File: src/design/rte_pkg.sv
// Shared types and constants for the relocation table extractor.
// No dependencies; every module of the block imports this package.
package rte_pkg;

  // Offsets are this many bits; a pair at position 2**OFFSET_BITS overflows.
  localparam int OFFSET_BITS = 16;
  localparam int POS_W       = OFFSET_BITS + 1;

  // Configuration port geometry.
  localparam int CFG_ADDR_W = 4;
  localparam int CFG_DATA_W = 32;

  localparam logic [1:0] REG_MSB_STEP      = 2'd0;
  localparam logic [1:0] REG_RELATIVE_MODE = 2'd1;
  localparam logic [1:0] REG_BYTE_MODE     = 2'd2;

  localparam logic [7:0] MSB_STEP_RESET = 8'd1;

  // Input item kinds.
  localparam logic MODE_PAIR   = 1'b0;
  localparam logic MODE_FINISH = 1'b1;

  // Command queue between front and back.
  localparam int FIFO_DEPTH = 4;
  localparam int FIFO_PTR_W = $clog2(FIFO_DEPTH);

  typedef enum logic [1:0] {
    ERR_NONE = 2'd0,
    ERR_DIFF = 2'd1,
    ERR_BIG  = 2'd2,
    ERR_LONG = 2'd3
  } err_t;

  typedef enum logic [2:0] {
    CMD_ERR,    // one error result
    CMD_TERM2,  // terminator, absolute mode
    CMD_TERM3,  // terminator, relative mode
    CMD_ABS,    // absolute offset, low byte first
    CMD_REL1,   // short distance
    CMD_REL3    // escape 0x00, then 16-bit distance low byte first
  } cmd_kind_t;

  typedef struct packed {
    cmd_kind_t   kind;
    err_t        err;
    logic [15:0] pos;
    logic [15:0] distance;
  } cmd_t;

  typedef struct packed {
    logic [7:0] msb_step;
    logic       relative_mode;
    logic       byte_mode;
  } cfg_t;

  // Number of result bytes a command expands to.
  function automatic logic [1:0] cmd_results(cmd_kind_t kind);
    logic [1:0] n;
    unique case (kind)
      CMD_ERR, CMD_REL1:   n = 2'd1;
      CMD_TERM2, CMD_ABS:  n = 2'd2;
      CMD_TERM3, CMD_REL3: n = 2'd3;
      default:             n = 2'd1;
    endcase
    return n;
  endfunction

endpackage

File: src/design/rte_front.sv
// Front end: accepts input items, tracks position and last relocation,
// and classifies each item into a command. Depends on rte_pkg.
module rte_front (
  input  logic          clk,
  input  logic          rst,
  input  logic          push,
  output logic          full,
  input  logic          mode,
  input  logic [7:0]    byte_first,
  input  logic [7:0]    byte_second,
  input  rte_pkg::cfg_t cfg,
  input  logic          fifo_full,
  output logic          cmd_wr,
  output rte_pkg::cmd_t cmd
);
  import rte_pkg::*;

  logic [POS_W-1:0] pos, pos_next;
  logic [15:0]      last_reloc, last_reloc_next;
  logic             halted, halted_next;

  logic             accept;
  logic             emit;
  logic [7:0]       diff;
  logic [15:0]      pos16;
  logic [15:0]      distance;

  assign full     = fifo_full;
  assign accept   = push && !fifo_full;
  assign diff     = byte_second - byte_first;
  assign pos16    = 16'(pos);
  assign distance = pos16 - last_reloc;
  assign cmd_wr   = accept && emit;

  always_comb begin
    pos_next        = pos;
    last_reloc_next = last_reloc;
    halted_next     = halted;
    emit            = 1'b0;
    cmd.kind        = CMD_ERR;
    cmd.err         = ERR_NONE;
    cmd.pos         = pos16;
    cmd.distance    = distance;
    priority if (halted) begin
      // drop everything until reset
    end else if (mode == MODE_FINISH) begin
      emit            = 1'b1;
      cmd.kind        = cfg.relative_mode ? CMD_TERM3 : CMD_TERM2;
      pos_next        = '0;
      last_reloc_next = '0;
    end else if (pos[OFFSET_BITS]) begin
      emit        = 1'b1;
      cmd.err     = ERR_LONG;
      halted_next = 1'b1;
    end else begin
      pos_next = pos + POS_W'(1);
      priority if (diff == 8'h00) begin
        // unrelocated byte: no result
      end else if (diff != cfg.msb_step) begin
        emit        = 1'b1;
        cmd.err     = ERR_DIFF;
        halted_next = 1'b1;
      end else if (!cfg.relative_mode) begin
        emit     = 1'b1;
        cmd.kind = CMD_ABS;
      end else if (distance[15:8] != 8'h00) begin
        emit = 1'b1;
        if (cfg.byte_mode) begin
          cmd.err     = ERR_BIG;
          halted_next = 1'b1;
        end else begin
          cmd.kind        = CMD_REL3;
          last_reloc_next = pos16;
        end
      end else begin
        emit            = 1'b1;
        cmd.kind        = CMD_REL1;
        last_reloc_next = pos16;
      end
    end
  end

  always_ff @(posedge clk) begin
    if (rst) begin
      pos        <= '0;
      last_reloc <= '0;
      halted     <= 1'b0;
    end else if (accept) begin
      pos        <= pos_next;
      last_reloc <= last_reloc_next;
      halted     <= halted_next;
    end
  end

endmodule

File: src/design/rte_cmd_fifo.sv
// Short command queue that decouples the front end from the byte emitter.
// Depends on rte_pkg for the command type and depth.
module rte_cmd_fifo (
  input  logic          clk,
  input  logic          rst,
  input  logic          wr_en,
  input  rte_pkg::cmd_t wr_data,
  input  logic          rd_en,
  output rte_pkg::cmd_t rd_data,
  output logic          full,
  output logic          empty
);
  import rte_pkg::*;

  cmd_t                  mem [FIFO_DEPTH];
  logic [FIFO_PTR_W-1:0] wr_ptr, rd_ptr;
  logic [FIFO_PTR_W:0]   count;
  logic                  do_wr, do_rd;

  assign full    = (count == (FIFO_PTR_W+1)'(FIFO_DEPTH));
  assign empty   = (count == '0);
  assign do_wr   = wr_en && !full;
  assign do_rd   = rd_en && !empty;
  assign rd_data = mem[rd_ptr];

  always_ff @(posedge clk) begin
    if (do_wr) begin
      mem[wr_ptr] <= wr_data;
    end
  end

  always_ff @(posedge clk) begin
    if (rst) begin
      wr_ptr <= '0;
      rd_ptr <= '0;
      count  <= '0;
    end else begin
      if (do_wr) begin
        wr_ptr <= wr_ptr + FIFO_PTR_W'(1);
      end
      if (do_rd) begin
        rd_ptr <= rd_ptr + FIFO_PTR_W'(1);
      end
      unique case ({do_wr, do_rd})
        2'b10:   count <= count + (FIFO_PTR_W+1)'(1);
        2'b01:   count <= count - (FIFO_PTR_W+1)'(1);
        default: count <= count;
      endcase
    end
  end

endmodule

File: src/design/rte_back.sv
// Back end: expands the command at the queue head into result bytes,
// one per cycle while popped, into the output register. Depends on rte_pkg.
module rte_back (
  input  logic          clk,
  input  logic          rst,
  input  rte_pkg::cmd_t head,
  input  logic          head_valid,
  output logic          head_done,
  input  logic          pop,
  output logic          empty,
  output logic [7:0]    out_byte,
  output logic          last_of_run,
  output logic [1:0]    error_code,
  output logic [15:0]   position
);
  import rte_pkg::*;

  logic       out_valid;
  logic [1:0] idx;
  logic       load;
  logic       last;
  logic [7:0] sel_byte;
  err_t       sel_err;

  assign empty     = !out_valid;
  assign load      = head_valid && (!out_valid || pop);
  assign last      = (idx == cmd_results(head.kind) - 2'd1);
  assign head_done = load && last;

  always_comb begin
    sel_byte = 8'h00;
    sel_err  = ERR_NONE;
    unique case (head.kind)
      CMD_ERR:  sel_err = head.err;
      CMD_ABS:  sel_byte = (idx == 2'd0) ? head.pos[7:0] : head.pos[15:8];
      CMD_REL1: sel_byte = head.distance[7:0];
      CMD_REL3: begin
        unique case (idx)
          2'd1:    sel_byte = head.distance[7:0];
          2'd2:    sel_byte = head.distance[15:8];
          default: sel_byte = 8'h00;
        endcase
      end
      default:  sel_byte = 8'h00;
    endcase
  end

  always_ff @(posedge clk) begin
    if (rst) begin
      out_valid <= 1'b0;
      idx       <= '0;
    end else begin
      if (load) begin
        out_valid <= 1'b1;
        idx       <= last ? 2'd0 : idx + 2'd1;
      end else if (pop) begin
        out_valid <= 1'b0;
      end
    end
  end

  // Hold the payload while stalled.
  always_ff @(posedge clk) begin
    if (load) begin
      out_byte    <= sel_byte;
      last_of_run <= last;
      error_code  <= sel_err;
      position    <= head.pos;
    end
  end

endmodule

File: src/design/relocation_table_extractor.sv
// Relocation table extractor, top level: configuration registers, front end,
// command queue and byte emitter. Depends on rte_pkg and the rte_* modules.
//
// Byte pairs from two builds of one program stream in through a push/full
// port, one pair per clock; a finish item closes the table with its zero
// terminator. A pair whose difference equals msb_step is a relocation and
// yields two bytes (absolute mode) or one or three bytes (relative mode);
// any other nonzero difference, a distance above 255 in byte mode, or a pair
// past 2**16 bytes yields a single error result and halts the block until
// reset (later items are taken and dropped). Input is taken every cycle as
// long as the four-entry command queue has room; results leave through the
// empty/pop port at one byte per cycle while popped, so an item with three
// results holds the output register for all three bytes and the queue
// absorbs the difference. The output register is the only limit on sustained
// rate: one result byte per clock while popped. With the queue and output
// register empty, an accepted item enters the queue and its first result is
// then registered into the output register. Items with no result only
// advance the position. Registers sit at byte addresses 0 (msb_step), 4
// (relative_mode) and 8 (byte_mode); write them only while the block is idle.
module relocation_table_extractor (
  input  logic        clk,
  input  logic        rst,
  // input queue side
  input  logic        push,
  output logic        full,
  input  logic        mode,
  input  logic [7:0]  byte_first,
  input  logic [7:0]  byte_second,
  // result queue side
  output logic        empty,
  input  logic        pop,
  output logic [7:0]  out_byte,
  output logic        last_of_run,
  output logic [1:0]  error_code,
  output logic [15:0] position,
  // configuration port
  input  logic                           psel,
  input  logic                           penable,
  input  logic                           pwrite,
  input  logic [rte_pkg::CFG_ADDR_W-1:0] paddr,
  input  logic [rte_pkg::CFG_DATA_W-1:0] pwdata,
  output logic [rte_pkg::CFG_DATA_W-1:0] prdata,
  output logic                           pready
);
  import rte_pkg::*;

  cfg_t       cfg;
  logic       cfg_wr;
  logic [1:0] reg_idx;

  logic       cmd_wr;
  cmd_t       cmd_in;
  cmd_t       cmd_head;
  logic       fifo_full;
  logic       fifo_empty;
  logic       head_done;

  // Register file: one transfer per access phase, no wait states.
  assign pready  = 1'b1;
  assign reg_idx = paddr[3:2];
  assign cfg_wr  = psel && penable && pwrite;

  always_ff @(posedge clk) begin
    if (rst) begin
      cfg.msb_step      <= MSB_STEP_RESET;
      cfg.relative_mode <= 1'b0;
      cfg.byte_mode     <= 1'b0;
    end else if (cfg_wr) begin
      unique case (reg_idx)
        REG_MSB_STEP:      cfg.msb_step      <= pwdata[7:0];
        REG_RELATIVE_MODE: cfg.relative_mode <= pwdata[0];
        REG_BYTE_MODE:     cfg.byte_mode     <= pwdata[0];
        default:           ;  // unmapped address: drop the write
      endcase
    end
  end

  always_comb begin
    unique case (reg_idx)
      REG_MSB_STEP:      prdata = CFG_DATA_W'(cfg.msb_step);
      REG_RELATIVE_MODE: prdata = CFG_DATA_W'(cfg.relative_mode);
      REG_BYTE_MODE:     prdata = CFG_DATA_W'(cfg.byte_mode);
      default:           prdata = '0;
    endcase
  end

  // Classify each accepted item; only items with results enter the queue.
  rte_front u_front (
    .clk         (clk),
    .rst         (rst),
    .push        (push),
    .full        (full),
    .mode        (mode),
    .byte_first  (byte_first),
    .byte_second (byte_second),
    .cfg         (cfg),
    .fifo_full   (fifo_full),
    .cmd_wr      (cmd_wr),
    .cmd         (cmd_in)
  );

  rte_cmd_fifo u_fifo (
    .clk     (clk),
    .rst     (rst),
    .wr_en   (cmd_wr),
    .wr_data (cmd_in),
    .rd_en   (head_done),
    .rd_data (cmd_head),
    .full    (fifo_full),
    .empty   (fifo_empty)
  );

  // Expand the head command byte by byte; advance the queue on its last byte.
  rte_back u_back (
    .clk         (clk),
    .rst         (rst),
    .head        (cmd_head),
    .head_valid  (!fifo_empty),
    .head_done   (head_done),
    .pop         (pop),
    .empty       (empty),
    .out_byte    (out_byte),
    .last_of_run (last_of_run),
    .error_code  (error_code),
    .position    (position)
  );

endmodule

File: config.mk
export PLATFORM = sky130hd
export DESIGN_NAME = relocation_table_extractor
export DESIGN_NICKNAME = d
export VERILOG_FILES = /design/src/design/rte_pkg.sv /design/src/design/rte_front.sv /design/src/design/rte_cmd_fifo.sv /design/src/design/rte_back.sv /design/src/design/relocation_table_extractor.sv
export SDC_FILE = /design/constraint.sdc
export NUM_CORES = 1
export LEC_CHECK = 0
export ABC_AREA = 1
export BUFFER_PORTS_ARGS = -buffer_cell sky130_fd_sc_hd__buf_2
export CAP_MARGIN = 20
export CORE_UTILIZATION = 33
export DETAILED_ROUTE_END_ITERATION = 8
export GPL_TIMING_DRIVEN = 1
export PLACE_DENSITY_LB_ADDON = 0.3
export SYNTH_ARGS = -nofsm -noshare
export SYNTH_HDL_FRONTEND = slang
export SYNTH_SLANG_ARGS = --single-unit
File: constraint.sdc
create_clock -name clk -period 5.5 [get_ports clk]
set_clock_uncertainty 0.05 [all_clocks]
set_input_delay 0.825 -clock clk [delete_from_list [all_inputs] [get_ports clk]]
set_output_delay 0.825 -clock clk [all_outputs]
set_load 0.005 [all_outputs]
==> results_dict.tcl <==
set metrics [dict create \
    fp-row-count 66 \
    grt_max_degree 75 \
    r2r_cells 18 \
    p_leak_nw 5.08 \
    worstMarginPinSlew_ns 0.791 \
    layout-drive-gt1-share_pct 11.0 \
    ios 122 \
    clockRootBuffer "clkbuf_16" \
    hp-class "reg -> reg" \
    design_area_sq_um 12700 \
    critPathRequiredTime_ns 5.84 \
    final_cells 1708 \
    end_kind "flip-flop" \
    cts_resized 0 \
    hold_path_depth 2 \
    dieWidth_um 185 \
    synth_seq_cells 231 \
    synthCells 1177 \
    drtPass1Iterations 5 \
    vias 8045 \
    placed_cell_area_sq_um 11800 \
    wl_met1_mm 12.0 \
    seq_area_frac_synth_pct 57.6 \
    p_per_area_nw_per_um2 417 \
    r2r_slack_ns 1.60 \
    cap_viol_max_count 0 \
    initial_core_util_pct 33.7 \
    drcViolationCount 0 \
    holdBufCountCts 0 \
    dieArea_sq_um 34300 \
    place_inst 1661 \
    grt_pass1_vias 7382 \
    r2r-end "u_fifo.count[2]" \
    cts_sinks 231 \
    areaGrowthSynthToFinish_pct 14.4 \
    min_period_ns 4.03 \
    slew_headroom_pct 47.3 \
    synth_edf_count 175 \
    synth.distinct_cells 46 \
    hold_end "u_front.last_reloc[10]" \
    synthFlopType "edfxtp_1" \
    setup_viol 0 \
    tritoncts "done" \
    met3_length_mm 1.01 \
    rsz0062_at_grt "no" \
    synth.avg_cell_area_sq_um 9.40 \
    ir_drop_mv 0.218 \
    crit_type "in -> reg" \
    fin_nets 1342 \
    cts.htree.levels 1 \
    cp-start-kind "primary input" \
    synthArstFlopShare_pct 0 \
    die_h_um 185 \
    finalHoldViolations 0 \
    gp_congestion 0.822 \
    yosysWarnings 0 \
    routed.top_layer "met4" \
    port_buffers 70 \
    status "complete, no violations" \
    cts_buffers 25 \
    hp-start "u_front.last_reloc[10]" \
    clkLatencyLatePin_ns 0.51 \
    period_share_pct 73.2 \
    grt_use_total_pct 15.2 \
    slew_viol_final 0 \
    core-area_sq_um 32800 \
    fin_tns_setup_ns 0 \
    grt_overflow 0 \
    wire_per_inst_um 15.1 \
    vias_per_cell 4.71 \
    antenna_found_initial 0 \
    crit_fanout 9 \
    drtIter0Drc 501 \
    postRouteWirelength_mm 25.7 \
    grt_pass1_wl_mm 40.3 \
    clk_path_buf_depth 3 \
    ant_nets 0 \
    met2_length_mm 12.2 \
    clock.fmax_ghz 0.248 \
    arrival_ns 4.37 \
    clk_transition_reported_paths_ns 0.06 \
    synth_area_sq_um 11100 \
    place_hpwl_mm 17.5 \
    post_cts_buffers 0 \
]
critical path, stage by stage:
cell and delay [ns]:
buf_2 0.10, inv_1 0.06, ha_1 0.13, inv_1 0.05
fa_1 0.41, xor2_1 0.21, nor3b_1 0.22, nand2_1 0.08
nor3_1 0.31, nand3_1 0.20, o21ai_2 0.55, ha_1 0.26
inv_1 0.07, fa_1 0.38, a21oi_1 0.14, o21ai_0 0.12
o21ai_0 0.20, a21oi_1 0.06
report_power, final:
group / internal (W) / switching, W / total (W)
logic: 0.000424 / 0.000907 / 0.00133
registers: 0.00225 / 0.0000656 / 0.00232
clock network: 0.000971 / 0.000661 / 0.00163
cell type report:
type | instances | area, sq um
inverters | 139 | 534
well taps | 442 | 553
repair buffers | 81 | 445
clock buffers | 29 | 641
multi-input cells | 769 | 3940
diodes | 1 | 2.50
flip-flops and latches | 231 | 6380
fillers | 3261 | 20100
clock inverters | 16 | 155
state kept, by name (all words and copies together), names as in the netlist, 3 cells and up, named ones only:
signal,cells
cfg,10
u_back.out_byte,8
u_back.position,16
u_fifo.count,3
u_fifo.mem,148
u_front.last_reloc,16
u_front.pos,17
worst max-delay path by stage:
stage,startpoint,to,slack [ns],cells after the start
finish,byte_second[0],u_fifo.count[2],1.47,18
global route,byte_second[0],u_fifo.count[2],1.10,18
CTS,byte_second[0],u_fifo.count[2],1.49,18
detailed placement,byte_second[0],u_fifo.count[2],0.96,18
global placement,byte_second[0],u_fifo.count[2],1.00,18
floorplan,byte_second[0],u_fifo.mem[0][0],1.29,13
cells in the mapped netlist, types with 4 or more instances:
cell / number / area, sq um
nand2_1: 218 / 818
edfxtp_1: 175 / 5260
nor2_1: 165 / 619
inv_1: 136 / 510
o21ai_0: 92 / 460
dfxtp_1: 56 / 1120
nand3_1: 52 / 260
a21oi_1: 51 / 255
ha_1: 32 / 400
o22ai_1: 32 / 200
clkbuf_1: 29 / 109
buf_4: 25 / 188
xor2_1: 15 / 131
nor3_1: 12 / 60.1
nand4_1: 9 / 56.3
a22o_1: 8 / 70.1
nand2_2: 8 / 50.1
o21ai_1: 6 / 30.0
a21boi_0: 4 / 30.0
a221o_1: 4 / 40.0
through the flow:
step	power [W]	setup slack, ns	utilization, %	hold slack, ns
final	0.00528	1.47	38.6	0.406
after global routing	0.00559	1.10	38.6	0.436
after CTS	0.00532	1.49	38.5	0.408
after detailed placement	0.00368	0.960	36.1	0.399
after global placement	0.00367	1.00	36.1	0.394
after floorplan	0.00322	1.29	-	0.380
layout by cell type (no fill, tap or decap), types with 5 or more instances in the layout:
master     synthesis  layout
conb_1             2      25
o21ai_0           92      92
buf_4             25      10
ha_1              32      32
a21oi_1           51      51
buf_2              3      70
clkbuf_16          0      25
xor2_1            15      15
a22o_1             8       8
nand2_1          218     218
inv_1            136     135
edfxtp_1         175     175
o21ai_1            6       6
dfxtp_1           56      55
clkinv_1           1      10
nor3_1            12      12
nor2_4             1       5
nand2_2            8       8
nand4_1            9       9
nor2_1           165     161
o22ai_1           32      32
nand3_1           52      52
layer usage:
metal  vias up  global-route usage, %
met4         0                   4.17
met2       176                   26.1
met3        30                   2.01
met5         -                      0
li1       4056                      -
met1      3783                   19.9
kinds of logic after synthesis:
| kind of cell | Yosys count | share of synthesized area, % |
|---|---|---|
| AOI/OAI and AO/OA | 209 | 10.7 |
| DFF | 231 | 57.6 |
| buffers and inverters | 200 | 7.92 |
| and+or+nand+nor | 482 | 18.1 |
| xor gates and xnor gates | 18 | 1.43 |
| adders and majority gates | 35 | 4.16 |
| other | 2 | 0.0679 |
Power figures use the tool's default switching activity.
